### config.mk
export PLATFORM = sky130hd
export DESIGN_NAME = fpsc_sqrt
export DESIGN_NICKNAME = d
export VERILOG_FILES = /design/src/hdl/fpsc_pkg.sv /design/src/hdl/fpsc_sqrt.sv
export SDC_FILE = /design/constraint.sdc
export NUM_CORES = 1
export LEC_CHECK = 0
export ABC_AREA = 1
export BUFFER_PORTS_ARGS = -buffer_cell sky130_fd_sc_hd__clkbuf_2
export CORE_MARGIN = 8
export CORE_UTILIZATION = 40
export DETAILED_ROUTE_END_ITERATION = 10
export GPL_TIMING_DRIVEN = 0
export REMOVE_ABC_BUFFERS = 1
export SYNTH_ARGS = -nofsm -noshare
export SYNTH_HDL_FRONTEND = slang
export SYNTH_SLANG_ARGS = --single-unit
### constraint.sdc
create_clock -name clk -period 7.3 [get_ports clk]
set_input_delay 1.095 -clock clk [delete_from_list [all_inputs] [get_ports clk]]
set_output_delay 1.095 -clock clk [all_outputs]
set_load 0.01 [all_outputs]
### src/hdl/fpsc_pkg.sv
// ----------------------------------------------------------------------------
// Frustum cull package
// Operation codes, field widths and the plane construction tables.
// ----------------------------------------------------------------------------
package fpsc_pkg;

  localparam int FPSC_PLANES = 6;
  localparam int SCALE_W     = 11;
  localparam int CEN_W       = 21;
  localparam int RAD_W       = 31;
  localparam int VAL_W       = 32;
  localparam int OFF_W       = 48;
  localparam int WIDE_W      = 64;
  localparam int ROOT_W      = 32;

  localparam logic [1:0] OP_WRITE   = 2'd0;
  localparam logic [1:0] OP_EXTRACT = 2'd1;
  localparam logic [1:0] OP_TEST    = 2'd2;
  // The spare code is accepted and ignored.
  localparam logic [1:0] OP_SPARE   = 2'd3;

  localparam logic [SCALE_W-1:0] SCALE_RESET = 11'd32;

  typedef logic signed [VAL_W-1:0] val_t;

  // Matrix column combined with column three for each plane.
  function automatic logic [1:0] plane_col(input logic [2:0] p);
    logic [1:0] c;
    case (p)
      3'd0, 3'd1: c = 2'd2;
      3'd2, 3'd3: c = 2'd0;
      default:    c = 2'd1;
    endcase
    return c;
  endfunction

  // High when the plane subtracts its column rather than adding it.
  function automatic logic plane_sub(input logic [2:0] p);
    return (p == 3'd1) || (p == 3'd3) || (p == 3'd4);
  endfunction

endpackage

### src/hdl/fpsc_sqrt.sv
// ----------------------------------------------------------------------------
// Frustum cull square root
// Bit-pair restoring integer square root, one result bit per cycle.
// ----------------------------------------------------------------------------
module fpsc_sqrt import fpsc_pkg::*; (
  input  logic              clk,
  input  logic              rst_n,
  input  logic              start,
  input  logic [WIDE_W-1:0] radicand,
  output logic              done,
  output logic [ROOT_W-1:0] root
);

  logic [WIDE_W-1:0] rem_r, res_r, bit_r;
  logic              busy_r, done_r;
  logic [WIDE_W-1:0] trial;

  assign trial = res_r + bit_r;
  assign done  = done_r;
  assign root  = res_r[ROOT_W-1:0];

  always_ff @(posedge clk) begin
    if (!rst_n) begin
      busy_r <= 1'b0;
      done_r <= 1'b0;
    end else begin
      done_r <= 1'b0;
      if (start) begin
        busy_r <= 1'b1;
        rem_r  <= radicand;
        res_r  <= '0;
        bit_r  <= WIDE_W'(1) << (WIDE_W - 2);
      end else if (busy_r) begin
        if (rem_r >= trial) begin
          rem_r <= rem_r - trial;
          res_r <= (res_r >> 1) + bit_r;
        end else begin
          res_r <= res_r >> 1;
        end
        bit_r <= bit_r >> 2;
        if (bit_r == WIDE_W'(1)) begin
          busy_r <= 1'b0;
          done_r <= 1'b1;
        end
      end
    end
  end

endmodule

Word-level counts from Yosys, hierarchy flattened

Cells that the tools add are included.

Add/sub/neg operators: 3
$lt $le $gt $ge: 1
Equality and inequality tests: 1
Mux-type cells: 10
Bitwise gates (word level): 2
Reduce and logical (&&, ||, !) cells: 5

Operators with widths:

| operator            | number |
|---|---|
| $mux 64             | 5 |
| $add 63x63->64      | 1 |
| $add 64x63->64      | 1 |
| $ge 64x64->1        | 1 |
| $sub 64x64->64      | 1 |
| $mux 63             | 1 |
| $eq 32x1->1 const B | 1 |
| $mux 1              | 4 |
| $reduce_bool 2->1   | 2 |
| $reduce_and 3->1    | 1 |
| $reduce_or 3->1     | 1 |
| $not 1->1           | 2 |
| $reduce_and 2->1    | 1 |

Flip-flop bits (word level): 162
Input bits: 67
Output and inout bits: 33
Word-level logic and storage cells: 27

Logic depth before layout (Yosys ltp)

Depth in word-level cells: 5
Mapped depth: 27
Depth with buffers taken out: 27

Least setup slack after synthesis

OpenSTA, ideal clock, no wires.

Path type: input -> register
Start: input port start
End: register rem_r[0], enable pin
Library setup time: 0.418 ns
Arrival time: 5.177 ns
Data required time: 6.882 ns
Slack: 1.704 ns
Cell stages on the path: 5
Buffers on the path: 1
Path through: buf_1 -> o21ai_0 -> inv_1 -> o21ai_0 -> inv_1

Cells in the longest elaborated chain, start to end: 2
Elaborated cells between the ends (all ways): 3
Those cells by class: reduce/logical: 3

RTL lines:

| item                           | line            | RTL |
|---|---|---|
| start, declared                | fpsc_sqrt.sv:8  | `input logic start,` |
| $reduce_bool 2->1 (no line)    | --              |  |
| $reduce_and 3->1 (no line) (*) | --              |  |
| end signal, assigned           | fpsc_sqrt.sv:30 | `rem_r <= radicand;` |
| end signal, assigned           | fpsc_sqrt.sv:35 | `rem_r <= rem_r - trial;` |
| end, declared                  | fpsc_sqrt.sv:14 | `logic [WIDE_W-1:0] rem_r, res_r, bit_r;` |

Every way passes the cells marked *; elsewhere a longest branch is shown, timed or not.
A chain may end at the register's enable or synchronous reset.

Final worst setup path

Start: register res_r[22]
End: register rem_r[7], enable pin

Cells in the longest elaborated chain, start to end: 4

RTL lines:

| item                        | line            | RTL |
|---|---|---|
| start, declared             | fpsc_sqrt.sv:14 |  |
| start signal, assigned      | fpsc_sqrt.sv:36 | `res_r <= (res_r >> 1) + bit_r;` |
| start signal, assigned      | fpsc_sqrt.sv:38 | `res_r <= res_r >> 1;` |
| $add 64x63->64              | fpsc_sqrt.sv:18 | `assign trial = res_r + bit_r;` |
| $ge 64x64->1                | fpsc_sqrt.sv:34 | `if (rem_r >= trial) begin` |
| $reduce_bool 2->1 (no line) | --              |  |
| $reduce_and 3->1 (no line)  | --              |  |

No other way between the ends.

==> results_dict.tcl <==
set metrics [dict create \
    status "completed" \
    hold_path.class "flip-flop to flip-flop" \
    p_per_area_nw_per_um2 223 \
    power.internal_w 0.00253 \
    grt_antenna_before_repair 0 \
    cpPeakStageDelay_ns 0.70 \
    cp-start-kind "flip-flop" \
    arrival_ns 5.64 \
    yosys.area.top_type "nand2_1" \
    drive_gt1_share_pct 4.81 \
    p_leak_nw 11.3 \
    cp-end-kind "flip-flop" \
    synth_mux_area_share_pct 0 \
    switching_share_pct 48.2 \
    fp.dieW_um 241 \
    avgSynthCellArea_um2 5.82 \
    ys_warn_count 0 \
    rows 82 \
    path_class "flip-flop to flip-flop" \
    place_ws_ns 1.90 \
    fin_ws_ns 1.80 \
    hold_buffers 0 \
    routed_wirelength_mm 71.5 \
    yosys.cell_count.top_type "nand2_1" \
    dieArea_um2 58300 \
    maxSlewViolCount 0 \
    synth_compound_area_share_pct 8.31 \
    synth_common_cells "nand2_1 (1420), inv_1 (561), nor2_1 (355), nand3_1 (221), edfxtp_1 (160)" \
    holdWs_ns 0.491 \
    io_buffers 99 \
    clkPwrFrac_pct 19.7 \
    synth_edf_count 160 \
    synthCells 3492 \
    fmax_mhz 182 \
    cts_tree "yes" \
    worst_slew_pin_slew_ns 1.12 \
    insertion_delay_ns 0.52 \
    synth_cell_type_count 45 \
    start_util_pct 40.5 \
    num_antenna_cells 0 \
    crit_path_top_delay_cell "inv_4" \
    p_comb_share_pct 52.4 \
    core_area_um2 50200 \
    synth_top_area_share_pct 26.2 \
    grt-ovfl-total 0 \
    dominantRegCellSynth "edfxtp_1" \
    fin_crit_ns 5.50 \
    slew_headroom_pct 25.6 \
    synthesis.area_um2 20300 \
    cp_max_fo 64 \
    grt_pass1_vias 20500 \
    drc_errors 0 \
    ant_nets 0 \
    dpl.hpwl_mm 59.4 \
    cts.clk_slew.worst_paths_ns 0.08 \
    seqPwrFrac_pct 27.8 \
    synth_seq_cells 162 \
    post_drt_wl_per_cell_um 16.9 \
    place_congestion 0.942 \
    finalSetupViolCount 0 \
    synthArstFlopShare_pct 0 \
    n_fill_cell 5610 \
    vias_per_cell 5.08 \
    maxCapViolCount 0 \
    synthAdderAreaFrac_pct 8.10 \
    post_cts_resized 0 \
    grt_max_degree 67 \
    cts_root_buffer "clkbuf_16" \
    p_sw_w 0.00235 \
    synth_xor_xnor_area_share_pct 4.44 \
    clockBufferDepth 2 \
    syn2layout_area_growth_pct 7.73 \
    via_count 21500 \
    first_iter_violations 1527 \
    critical_path.cell_chain "ha_1 -> nand2_1 -> o21ai_0 -> nand2_1 -> o21ai_0 -> a21oi_1 -> o21ai_0 -> xnor2_1 -> ha_1 -> nand2_1 -> nor2_2 -> nand2_1 -> nor2_2 -> nand4_1 -> nand3_2 -> nand2_2 -> nand2_2 -> o21ai_0 -> inv_4" \
    final_hold_viol_count 0 \
    drt_pass1_iterations 5 \
    grt_use_total_pct 24.7 \
    period_share_pct 75.4 \
    cp_num_buf_inv 1 \
    die_h_um 241 \
    ys_seq_area_share_pct 23.8 \
    rsz0062_at_grt "no" \
    required_ns 7.43 \
    cts.sinks 162 \
    ir_drop_v 0.000196 \
    synth_simple_gate_area_share_pct 42.6 \
    grt_first_pass_wirelength_mm 110 \
    critical_path.top_delay_family "simple AND/OR/NAND/NOR gates" \
    htreeDepth 4 \
    pin_count 100 \
    post_cts_buffers 0 \
    cts_buffers 17 \
    clock_skew_ns 0.0188 \
    synth_top_family_by_area "simple AND/OR/NAND/NOR gates" \
    nNetsFinal 3738 \
    synth_area_leaders "nand2_1 (26%), edfxtp_1 (24%), inv_1 (10%)" \
]
[metal layers]
layer	vias to the layer above	GRT usage (%)	share of wire (%)
met5	-	0	0
met4	0	11.0	4.1
met3	132	2.84	5.6
met2	635	41.2	46
met1	9664	32.0	45
li1	11000	-	-
[per-stage QoR]
step | setup TNS [ns] | util [%] | total power (W) | instance area, um2 | instances
final | 0 | 43.7 | 0.00489 | 21900 | 4225
after global routing | 0 | 43.7 | 0.00528 | 21900 | 4225
after CTS | 0 | 43.7 | 0.00487 | 21900 | 4225
after detailed placement | 0 | 42.5 | 0.00390 | 21300 | 4193
after global placement | -130.46 | 42.3 | 0.00387 | 21200 | 4188
after floorplan | 0 | - | 0.00314 | 19900 | 3417
[cell type report]
type | count | area [um2] | share of cell area [%]
Clock buffer | 19 | 433 | 1.98
Clock inverter | 13 | 139 | 0.634
Inverter | 567 | 2130 | 9.74
Multi-Input combinational cell | 2688 | 12900 | 58.9
Sequential cell | 162 | 4840 | 22.1
Tap cell | 672 | 841 | 3.84
Timing Repair Buffer | 104 | 613 | 2.80
[power groups by stage]
stage	registers (W)	clock network [W]	logic, W
global route	0.00137	0.00100	0.00291
CTS	0.00135	0.000977	0.00254
finish	0.00136	0.000964	0.00256
detailed placement	0.00137	0	0.00252
global placement	0.00138	0	0.00250
floorplan	0.00131	0	0.00183
[state kept, by name (all words and copies together), names as in the netlist]
| signal | flops |
|---|---|
| bit_r | 32 |
| busy_r | 1 |
| rem_r | 64 |
| done | 1 |
| res_r | 64 |
[path summary, 6_finish.rpt]
path	cells past startpoint	to	slack (ns)	start
min	1	done	0.49	busy_r
min reg2reg	1	done	0.49	busy_r
max reg2reg	19	rem_r[7]	1.80	res_r[22]
max	19	rem_r[7]	1.80	res_r[22]
[layout by cell type (no fill, tap or decap), types with 3 or more instances in the layout]
cell type / n
a21o_1: 6
a21oi_1: 141
and2_1: 13
and3_1: 3
buf_12: 3
clkbuf_16: 17
clkbuf_2: 98
clkinv_4: 3
edfxtp_1: 160
ha_1: 130
inv_1: 559
inv_2: 6
inv_6: 6
nand2_1: 1420
nand2_2: 6
nand3_1: 221
nand3b_1: 25
nand4_1: 28
nor2_1: 355
nor2_2: 6
nor3_1: 30
nor4_1: 10
o21a_1: 8
o21ai_0: 133
o21ai_1: 7
o21bai_1: 14
or2_2: 10
xnor2_1: 58
xor2_1: 45
[cell families after synthesis]
| logic type | count (synthesis) |
|---|---|
| AOI/OAI and AO/OA | 318 |
| adders and majority gates | 131 |
| xor gates and xnor gates | 103 |
| and+or+nand+nor | 2136 |
| buffers and inverters | 642 |
| DFF | 162 |
[worst register-to-register path, stage by stage (launching register included)]
cell and delay [ns]:
edfxtp_1 0.57, ha_1 0.50, nand2_1 0.10, o21ai_0 0.27
nand2_1 0.11, o21ai_0 0.43, a21oi_1 0.07, o21ai_0 0.30
xnor2_1 0.25, ha_1 0.41, nand2_1 0.14, nor2_2 0.18
nand2_1 0.12, nor2_2 0.16, nand4_1 0.19, nand3_2 0.17
nand2_2 0.10, nand2_2 0.14, o21ai_0 0.17, inv_4 0.70
Note: power is estimated with default switching activity, not from simulation.
