### config.mk
export PLATFORM = sky130hd
export DESIGN_NAME = fpsc_div
export DESIGN_NICKNAME = d
export VERILOG_FILES = /design/src/hdl/fpsc_pkg.sv /design/src/hdl/fpsc_div.sv
export SDC_FILE = /design/constraint.sdc
export NUM_CORES = 1
export LEC_CHECK = 0
export BUFFER_PORTS_ARGS = -buffer_cell sky130_fd_sc_hd__buf_2
export CAP_MARGIN = 20
export CORE_ASPECT_RATIO = 0.7
export CORE_MARGIN = 2
export CORE_UTILIZATION = 30
export CTS_CLUSTER_SIZE = 12
export DETAILED_ROUTE_END_ITERATION = 12
export HOLD_SLACK_MARGIN = 0.06
export MAX_ROUTING_LAYER = met4
export PLACE_DENSITY = 0.6
export SYNTH_ARGS = -nofsm -noshare
export SYNTH_HDL_FRONTEND = slang
export SYNTH_SLANG_ARGS = --single-unit
### constraint.sdc
create_clock -name clk -period 4.05 [get_ports clk]
set_input_delay 0 -clock clk [delete_from_list [all_inputs] [get_ports clk]]
set_output_delay 0 -clock clk [all_outputs]
set_load 0.02 [all_outputs]
### src/hdl/fpsc_pkg.sv
// ----------------------------------------------------------------------------
// Frustum cull package
// Operation codes, field widths and the plane construction tables.
// ----------------------------------------------------------------------------
package fpsc_pkg;

  localparam int FPSC_PLANES = 6;
  localparam int SCALE_W     = 11;
  localparam int CEN_W       = 21;
  localparam int RAD_W       = 31;
  localparam int VAL_W       = 32;
  localparam int OFF_W       = 48;
  localparam int WIDE_W      = 64;
  localparam int ROOT_W      = 32;

  localparam logic [1:0] OP_WRITE   = 2'd0;
  localparam logic [1:0] OP_EXTRACT = 2'd1;
  localparam logic [1:0] OP_TEST    = 2'd2;
  // The spare code is accepted and ignored.
  localparam logic [1:0] OP_SPARE   = 2'd3;

  localparam logic [SCALE_W-1:0] SCALE_RESET = 11'd32;

  typedef logic signed [VAL_W-1:0] val_t;

  // Matrix column combined with column three for each plane.
  function automatic logic [1:0] plane_col(input logic [2:0] p);
    logic [1:0] c;
    case (p)
      3'd0, 3'd1: c = 2'd2;
      3'd2, 3'd3: c = 2'd0;
      default:    c = 2'd1;
    endcase
    return c;
  endfunction

  // High when the plane subtracts its column rather than adding it.
  function automatic logic plane_sub(input logic [2:0] p);
    return (p == 3'd1) || (p == 3'd3) || (p == 3'd4);
  endfunction

endpackage

### src/hdl/fpsc_div.sv
// ----------------------------------------------------------------------------
// Frustum cull divider
// Signed by unsigned restoring division, one quotient bit per cycle,
// quotient truncated toward zero.
// ----------------------------------------------------------------------------
module fpsc_div import fpsc_pkg::*; (
  input  logic                     clk,
  input  logic                     rst_n,
  input  logic                     start,
  input  logic signed [WIDE_W-1:0] numer,
  input  logic [ROOT_W-1:0]        denom,
  output logic                     done,
  output logic signed [WIDE_W-1:0] quot
);

  localparam int CNT_W = $clog2(WIDE_W + 1);

  logic [WIDE_W-1:0] mag_r;
  logic [ROOT_W-1:0] rem_r, den_r;
  logic [CNT_W-1:0]  cnt_r;
  logic              neg_r, busy_r, done_r;
  logic [ROOT_W:0]   trial;
  logic              fits;

  assign trial = {rem_r, mag_r[WIDE_W-1]};
  assign fits  = trial >= {1'b0, den_r};
  assign done  = done_r;
  assign quot  = neg_r ? -$signed(mag_r) : $signed(mag_r);

  always_ff @(posedge clk) begin
    if (!rst_n) begin
      busy_r <= 1'b0;
      done_r <= 1'b0;
    end else begin
      done_r <= 1'b0;
      if (start) begin
        busy_r <= 1'b1;
        neg_r  <= numer[WIDE_W-1];
        mag_r  <= numer[WIDE_W-1] ? WIDE_W'(-numer) : WIDE_W'(numer);
        rem_r  <= '0;
        den_r  <= denom;
        cnt_r  <= CNT_W'(WIDE_W);
      end else if (busy_r) begin
        rem_r <= fits ? ROOT_W'(trial - {1'b0, den_r}) : trial[ROOT_W-1:0];
        mag_r <= {mag_r[WIDE_W-2:0], fits};
        cnt_r <= cnt_r - 1'b1;
        if (cnt_r == CNT_W'(1)) begin
          busy_r <= 1'b0;
          done_r <= 1'b1;
        end
      end
    end
  end

endmodule

; ---- Word-level counts from Yosys, hierarchy flattened
; Index checks and enable logic that the tools add are counted.
[totals]
out_inout_bits = 65
romBits = 0
latchBits = 0
in_bits = 99
n_memories = 0
register_bits = 138
ramBits = 0
[classes]
bitwise_logic = 2
mul = 0
reduce_logical = 4
addsub = 4
magnitude_cmp = 1
n_shift = 0
n_mux = 11
n_div = 0
n_eq_ne = 1
[ops]
columns = op, count
row1 = $mux 64, 4
row2 = $neg 64->64, 2
row3 = $mux 32, 2
row4 = $ge 33x32->1, 1
row5 = $sub 32x32->32, 1
row6 = $eq 7x1->1 const B, 1
row7 = $mux 7, 1
row8 = $sub 7x1->7 const B, 1
row9 = $mux 1, 4
row10 = $reduce_and 2->1, 2
row11 = $reduce_or 3->1, 1
row12 = $not 1->1, 2
row13 = $reduce_bool 2->1, 1

; ---- Depth between registers and ports, before layout
; Gate-level depths: netlist of the first run.
[logic_depth]
word_depth = 4
depth_mapped = 13

; ---- Worst setup path after synthesis of the first run
; OpenSTA, ideal clock, no wires.
[synth_timing]
path_kind = input-to-reg
from = input start
to = register cnt_r[0] (enable)
path_slack_ns = 0.653
cell_stages = 3
path_buffers = 2
setup_time_ns = 0.471
arrival_ns = 2.926
cell_sequence = clkbuf_1 clkbuf_1 o21a_1
[synth_via]
elab_chain_cells = 2
[synth_rtl]
columns = item, line_no
row1 = start: declaration, fpsc_div.sv:9  ; input logic start,
row2 = $reduce_bool 2->1 (no line), --
row3 = $reduce_and 2->1 (no line), --
row4 = end signal: assignment, fpsc_div.sv:42  ; cnt_r <= CNT_W'(WIDE_W);
row5 = end signal: assignment, fpsc_div.sv:46  ; cnt_r <= cnt_r - 1'b1;
row6 = end: declaration, fpsc_div.sv:20  ; logic [CNT_W-1:0] cnt_r;
; No other way between the ends.
; A chain may end at the register's enable or synchronous reset.

; ---- Worst setup path in the final report of the first run
[layout_timing]
from = register mag_r[5]
to = output quot[63]
[layout_via]
elab_chain_cells = 2
[layout_rtl]
columns = item, line_no
row1 = start: declaration, fpsc_div.sv:18  ; logic [WIDE_W-1:0] mag_r;
row2 = start signal: assignment, fpsc_div.sv:39  ; mag_r <= numer[WIDE_W-1] ? WIDE_W'(-numer) : WIDE_W'(numer);
row3 = start signal: assignment, fpsc_div.sv:45  ; mag_r <= {mag_r[WIDE_W-2:0], fits};
row4 = $neg 64->64, fpsc_div.sv:28  ; assign quot = neg_r ? -$signed(mag_r) : $signed(mag_r);
row5 = $mux 64, fpsc_div.sv:28
row6 = end: declaration, fpsc_div.sv:13  ; output logic signed [WIDE_W-1:0] quot
; No other way between the ends.

==> run metrics, run 1 <==
GR Overflow Total=0; synthesized instance count=1094; PwrDens=375 nW/um^2; MaxCap Viol Count=0; placement row count=56; register area share after synthesis=0.408; Pre-Repair DR Iteration Count=5; Critical Path Start Type=register; pre-CTS setup slack=0.451 ns; Seq pwr share=0.377; global-route wire length before repair=47600 um; NetSw=1.54 mW; drt total wl=31100 um; Synth Cell Area=10100 um^2; r2r endpoint=rem_r[6]$_SDFFCE_PP0P_; core area=33400 um^2; internal power=3.28 mW; Worst-Skew Late Latency=0.43 ns; Logic pwr share=0.275; Setup Viol. Count Final=0; Hold WC Path Type=primary input to register; vias in the first global route=8435; FF-to-FF Start=rem_r[13]$_SDFFCE_PP0P_; Final #Nets=1461; Worst Hold Depth=3; crit-path max FO=5; H-tree levels=4; Max Slew Vio Count=0; Fmax=267 MHz; worst r2r path cells=10; minimum clock period=3.75 ns; Worst path slowest cell=or4_1; most common cell after layout, fill and taps aside=buf_2; commonest non-fill, non-tap cells in the layout=buf_2 (162), edfxtp_1 (136), a21oi_1 (118); clock power share=0.348; detailed router's first-iteration violation count=891; worst path required time=4.05 ns; Final period util=0.925; syn avg cell area=9.24 um^2; Max VDD drop=0.000214 V; Leakage=4.91 nW; Initial Util=0.303; share of cells above drive strength 1=0.178; Hold Vio Cnt, Final=0; Vias/cell=5.22; fin util=0.386; clk_skew=0.00977 ns; Post-synth EDFFs=136; Vias=9244; Die Area=35200 um^2; clk slew on worst S/H paths=0.07 ns; CP max stage delay=0.57 ns; reg2reg setup slack=0.66 ns; root buf cell=clkbuf_16; Net Sw Frac=0.319; initial antenna violation count=0; Worst Setup SP=mag_r[5]$_DFFE_PP_; number of top-level pins=164; Avg WL per Cell=17.5 um; Die Wd=223 um; Final WS setup=0.302 ns; Num CTS Buffers=17; Ys Warns=0; CTS tree=built; Synth Flop Type=edfxtp_1; Die Height=158 um; PortBufs=163; non-filler cells, final=1771; ANT cells=0; CTS Sinks=138; Slew Limit Headroom=0.358; RSZ-0062 raised after global routing=no; status=finished clean; Worst-Margin Slew=0.963 ns; Area after DPL=11400 um^2; Data arrival, critical path=3.75 ns; Hold Crit Endpoint=mag_r[43]$_DFFE_PP_; Final HPWL DP=22700 um; asr flop ratio synth=0; Hold Startpoint=numer[43]; crit-path cells=or4_1 -> or3_1 -> or3_1 -> nor2_2 -> and2_1 -> nand4_2 -> o41ai_2 -> xnor2_1 -> buf_2; pin count of the biggest net entering global routing=94; CP Capture Type=output pin; clk buf depth=2; post-CTS setup buffers=0; GP Congestion=0.933; CP dominant cell by count=or3_1; setup TNS=0 ns; # DRC=0; GRT Total Usage=0.180; Unique masters post-synth=71; Net Count, Synth=1230; final non-filler cell area=12900 um^2; ANT nets after route=0; WS Path Type=register to output pin; Syn-to-layout area delta=27.3%; flip-flop and latch count after synthesis=138; Inst Count DP=1653
==> per-stage QoR <==
stage | power, mW | hold WS (ns)
after global placement | 3.07 | 0.178
final | 4.82 | 0.0826
after floorplan | 2.69 | 0.0989
after global routing | 5.05 | 0.0812
after CTS | 4.85 | 0.0688
after detailed placement | 3.09 | 0.178
==> logic make-up (layout without fill, tap and decap cells) <==
family / after synthesis / after routing / share of synthesized area
adder cells (fa/ha/maj): 37 / 37 / 0.0465
AO/OA/AOI/OAI: 308 / 308 / 0.192
flip-flops: 138 / 138 / 0.408
buffers and inverters: 101 / 343 / 0.0387
multiplexers: 6 / 6 / 0.00656
AND/OR/NAND/NOR: 358 / 358 / 0.182
XOR/XNOR: 146 / 146 / 0.127
==> synthesized netlist by cell type, types with 4 or more instances <==
cell	count	area [um^2]
o41ai_1	18	158
nand2b_1	9	56.3
clkbuf_1	43	161
nand2_1	89	334
inv_1	52	195
o21a_1	13	97.6
edfxtp_1	136	4080
xnor2_1	84	736
o31ai_1	35	263
nor3_1	19	95.1
nand3_1	31	155
nand3b_1	8	60.1
nor4_1	5	31.3
or2_2	8	50.1
and2_1	5	31.3
a31oi_1	4	25.0
or4_1	13	97.6
nor2b_1	8	50.1
nand4_1	6	37.5
o21bai_1	4	30.0
and3_1	12	75.1
o21ai_0	60	300
a211oi_1	9	67.6
ha_1	36	450
a21o_1	14	105
a21oi_1	118	591
o211ai_1	4	30.0
mux2_2	5	56.3
or3_1	32	200
nor2_1	94	353
xor2_1	62	543
==> power by group through the flow <==
| stage | logic [mW] | clock network, mW | registers [mW] |
|---|---|---|---|
| finish | 1.33 | 1.68 | 1.82 |
| global route | 1.46 | 1.76 | 1.83 |
| CTS | 1.32 | 1.71 | 1.82 |
| detailed placement | 1.24 | 0 | 1.84 |
| global placement | 1.23 | 0 | 1.84 |
| floorplan | 0.875 | 0 | 1.82 |
==> registers in the layout, indices dropped and copies added (netlist names) <==
signal,flops
busy_r,1
cnt_r,7
den_r,32
done,1
mag_r,64
neg_r,1
rem_r,32
==> how the worst max path moves through the flow <==
stage,end,slack (ns),depth (start not counted)
final,quot[63],0.30,9
after global routing,quot[63],0.05,9
after CTS,quot[63],0.1,9
after detailed placement,quot[63],0.45,9
after global placement,quot[63],0.54,9
after floorplan,cnt_r[0]$_SDFFCE_PP0P_,0.65,3
==> layer usage <==
metal,share of wire,up-vias,global-route usage
li1,-,4475,-
met1,0.51,4369,0.278
met2,0.40,355,0.237
met3,0.067,45,0.0290
met4,0.020,0,0.0508
met5,0,-,-
==> critical path, delay by kind of cell (launching register included) <==
kind | cells | cell delay [ns]
xor gates and xnor gates | 1 | 0.22
AOI/OAI and AO/OA | 1 | 0.34
and+or+nand+nor | 6 | 2.10
DFF | 1 | 0.44
buffers and inverters | 1 | 0.22
==> area by class of cell <==
cell class / instances / area, um^2
Timing Repair Buffer: 261 / 1790
Clock inverter: 12 / 176
Tap cell: 435 / 544
Fill cell: 3366 / 20500
Multi-Input combinational cell: 855 / 5620
Sequential cell: 138 / 4120
Inverter: 52 / 195
Clock buffer: 18 / 429
==> what timing repair did <==
action | CTS | global route
hold buffers | 88 | 0
hold endpoints to repair | 89 | 0
pin swaps | 0 | 0
endpoints found under the setup margin | 1 | 1
gates resized for setup | 1 | 1
Note: power is estimated with default switching activity, not from simulation.
==> inputs of run 2 (changes only) <==
--- a/config.mk
+++ b/config.mk
@@ -15,6 +15,7 @@
 export HOLD_SLACK_MARGIN = 0.06
 export MAX_ROUTING_LAYER = met4
 export PLACE_DENSITY = 0.6
+export REMOVE_ABC_BUFFERS = 1
 export SYNTH_ARGS = -nofsm -noshare
 export SYNTH_HDL_FRONTEND = slang
 export SYNTH_SLANG_ARGS = --single-unit
==> run metrics, run 2 (synthesis results as in run 1) <==
status=finished clean (unchanged); NetSw=1.58 mW (was 1.54 mW); worst path required time=4.05 ns (about the same); Slew Limit Headroom=0.459 (was 0.358); core area=33400 um^2 (unchanged); Final period util=0.943 (was 0.925); clk slew on worst S/H paths=0.07 ns (about the same); total chip power=4.83 mW (was 4.82 mW); Die Wd=223 um (unchanged); most common cell after layout, fill and taps aside=buf_2 (unchanged); detailed router's first-iteration violation count=724 (was 891); Hold Vio Cnt, Final=0 (unchanged); placement row count=56 (unchanged); Die Area=35200 um^2 (unchanged); Critical Path Start Type=register (unchanged); internal power=3.25 mW (was 3.28 mW); Vias=9233 (was 9244); Initial Util=0.303 (unchanged); CTS tree=built (unchanged); Syn-to-layout area delta=27.9% (was 27.3%); Die Height=158 um (unchanged); Data arrival, critical path=3.82 ns (was 3.75 ns); ANT nets after route=0 (unchanged); Net Sw Frac=0.327 (was 0.319); GRT Total Usage=0.180 (about the same); RSZ-0062 raised after global routing=no (unchanged); PwrDens=373 nW/um^2 (was 375 nW/um^2); CP top delay family=simple AND/OR/NAND/NOR gates (unchanged); CTS Sinks=138 (unchanged); setup TNS=0 ns (unchanged); Most flops, register=mag_r (unchanged); Max VDD drop=0.000327 V (was 0.000214 V); vias in the first global route=8518 (was 8435); CP bufs+invs=1 (unchanged); CP Capture Type=output pin (unchanged); largest registers=mag_r: 64 flops, den_r: 32 flops, rem_r: 32 flops (unchanged); Logic pwr share=0.275 (about the same); Final #Nets=1469 (was 1461); max FFs per register=64 (unchanged); WS Path Type=register to output pin (unchanged); Seq pwr share=0.376 (was 0.377); Leakage=4.95 nW (was 4.91 nW); clk_skew=0.0133 ns (was 0.00977 ns); GP Congestion=0.874 (was 0.933); H-tree levels=4 (unchanged); minimum clock period=3.82 ns (was 3.75 ns); share of cells above drive strength 1=0.178 (about the same); Worst-Margin Slew=0.812 ns (was 0.963 ns); # DRC=0 (unchanged); Setup Viol. Count Final=0 (unchanged); root buf cell=clkbuf_16 (unchanged); Vias/cell=5.18 (was 5.22); Fmax=262 MHz (was 267 MHz); Pre-Repair DR Iteration Count=5 (unchanged); pin count of the biggest net entering global routing=72 (was 94); CP max stage delay=0.57 ns (about the same); PortBufs=163 (unchanged); drt total wl=30300 um (was 31100 um); Num CTS Buffers=17 (unchanged); post-CTS setup buffers=0 (unchanged); Worst path slowest cell=or4_1 (unchanged); Worst-Skew Late Latency=0.44 ns (was 0.43 ns); cts repair resizes=0 (was 1); Max Slew Vio Count=0 (unchanged); commonest non-fill, non-tap cells in the layout=buf_2 (162), edfxtp_1 (136), a21oi_1 (118) (unchanged); Hold WC Path Type=primary input to register (unchanged); hold buffers post-CTS=94 (was 88); crit-path max FO=6 (was 5); GR Overflow Total=0 (unchanged); initial antenna violation count=1 (was 0); MaxCap Viol Count=0 (unchanged); clk buf depth=2 (unchanged); clock power share=0.349 (was 0.348); global-route wire length before repair=47700 um (was 47600 um); Final HPWL DP=21900 um (was 22700 um); number of top-level pins=164 (unchanged); Avg WL per Cell=17.0 um (was 17.5 um); crit-path cells=or4_1 -> or3_1 -> or3_4 -> or2_1 -> nor2_1 -> nand3_1 -> o41ai_1 -> xnor2_1 -> buf_2 (was or4_1 -> or3_1 -> or3_1 -> nor2_2 -> and2_1 -> nand4_2 -> o41ai_2 -> xnor2_1 -> buf_2)
run 2: cell count changes in the layout (fill, tap and decap cells not counted), moves of 3 or more:
cell / delta
buf_4: +3
clkinv_4: +3
clkinvlp_4: -4
dlygate4sd3_1: +6
inv_6: +4
run 2: layout make-up:
cell class              count  area, um^2
repair buffers            269        1850
well taps                 435         544
clock buffers              17         425
fillers                  3312       20400
inverters                  52         195
clock inverters            15         189
flip-flops and latches    138        4120
diodes                      1        2.50
multi-input cells         855        5600
run 2: power groups by stage:
stage,logic [mW],clock network (mW),registers [mW]
CTS,1.32,1.72,1.81
detailed placement,1.25,0,1.84
global placement,1.24,0,1.84
finish,1.33,1.68,1.81
global route,1.47,1.78,1.83
floorplan,0.831,0,1.83
run 2: worst paths after layout:
path	end	slack (ns)	startpoint	depth (start not counted)
max	quot[58]	0.23	mag_r[6]$_DFFE_PP_	9
min	mag_r[43]$_DFFE_PP_	0.09	numer[43]	3
min reg2reg	done$_SDFF_PP0_	0.45	busy_r$_SDFF_PN0_	2
max reg2reg	rem_r[1]$_SDFFCE_PP0P_	0.79	rem_r[13]$_SDFFCE_PP0P_	10
run 2: metrics by stage:
stage,std cells,util,instance area (um^2),setup slack (ns),hold WS [ns]
after global routing,1782,0.388,12900,0.0329,0.0805
after detailed placement,1655,0.341,11400,0.771,0.178
after floorplan,1045,-,9910,0.826,0.0766
after CTS,1781,0.388,12900,0.267,0.0675
final,1782,0.388,12900,0.230,0.0907
after global placement,1655,0.341,11400,0.797,0.179
run 2: per-layer routing:
| layer | track usage | share of wire | up-vias |
|---|---|---|---|
| met5 | - | 0 | - |
| met3 | 0.0273 | 0.059 | 43 |
| met2 | 0.249 | 0.41 | 338 |
| met4 | 0.0597 | 0.020 | 0 |
| li1 | - | - | 4513 |
| met1 | 0.265 | 0.51 | 4339 |
run 2: worst min-delay path, stage by stage:
cell,delay (ns)
buf_2,0.12
xor2_1,0.15
mux2_2,0.16
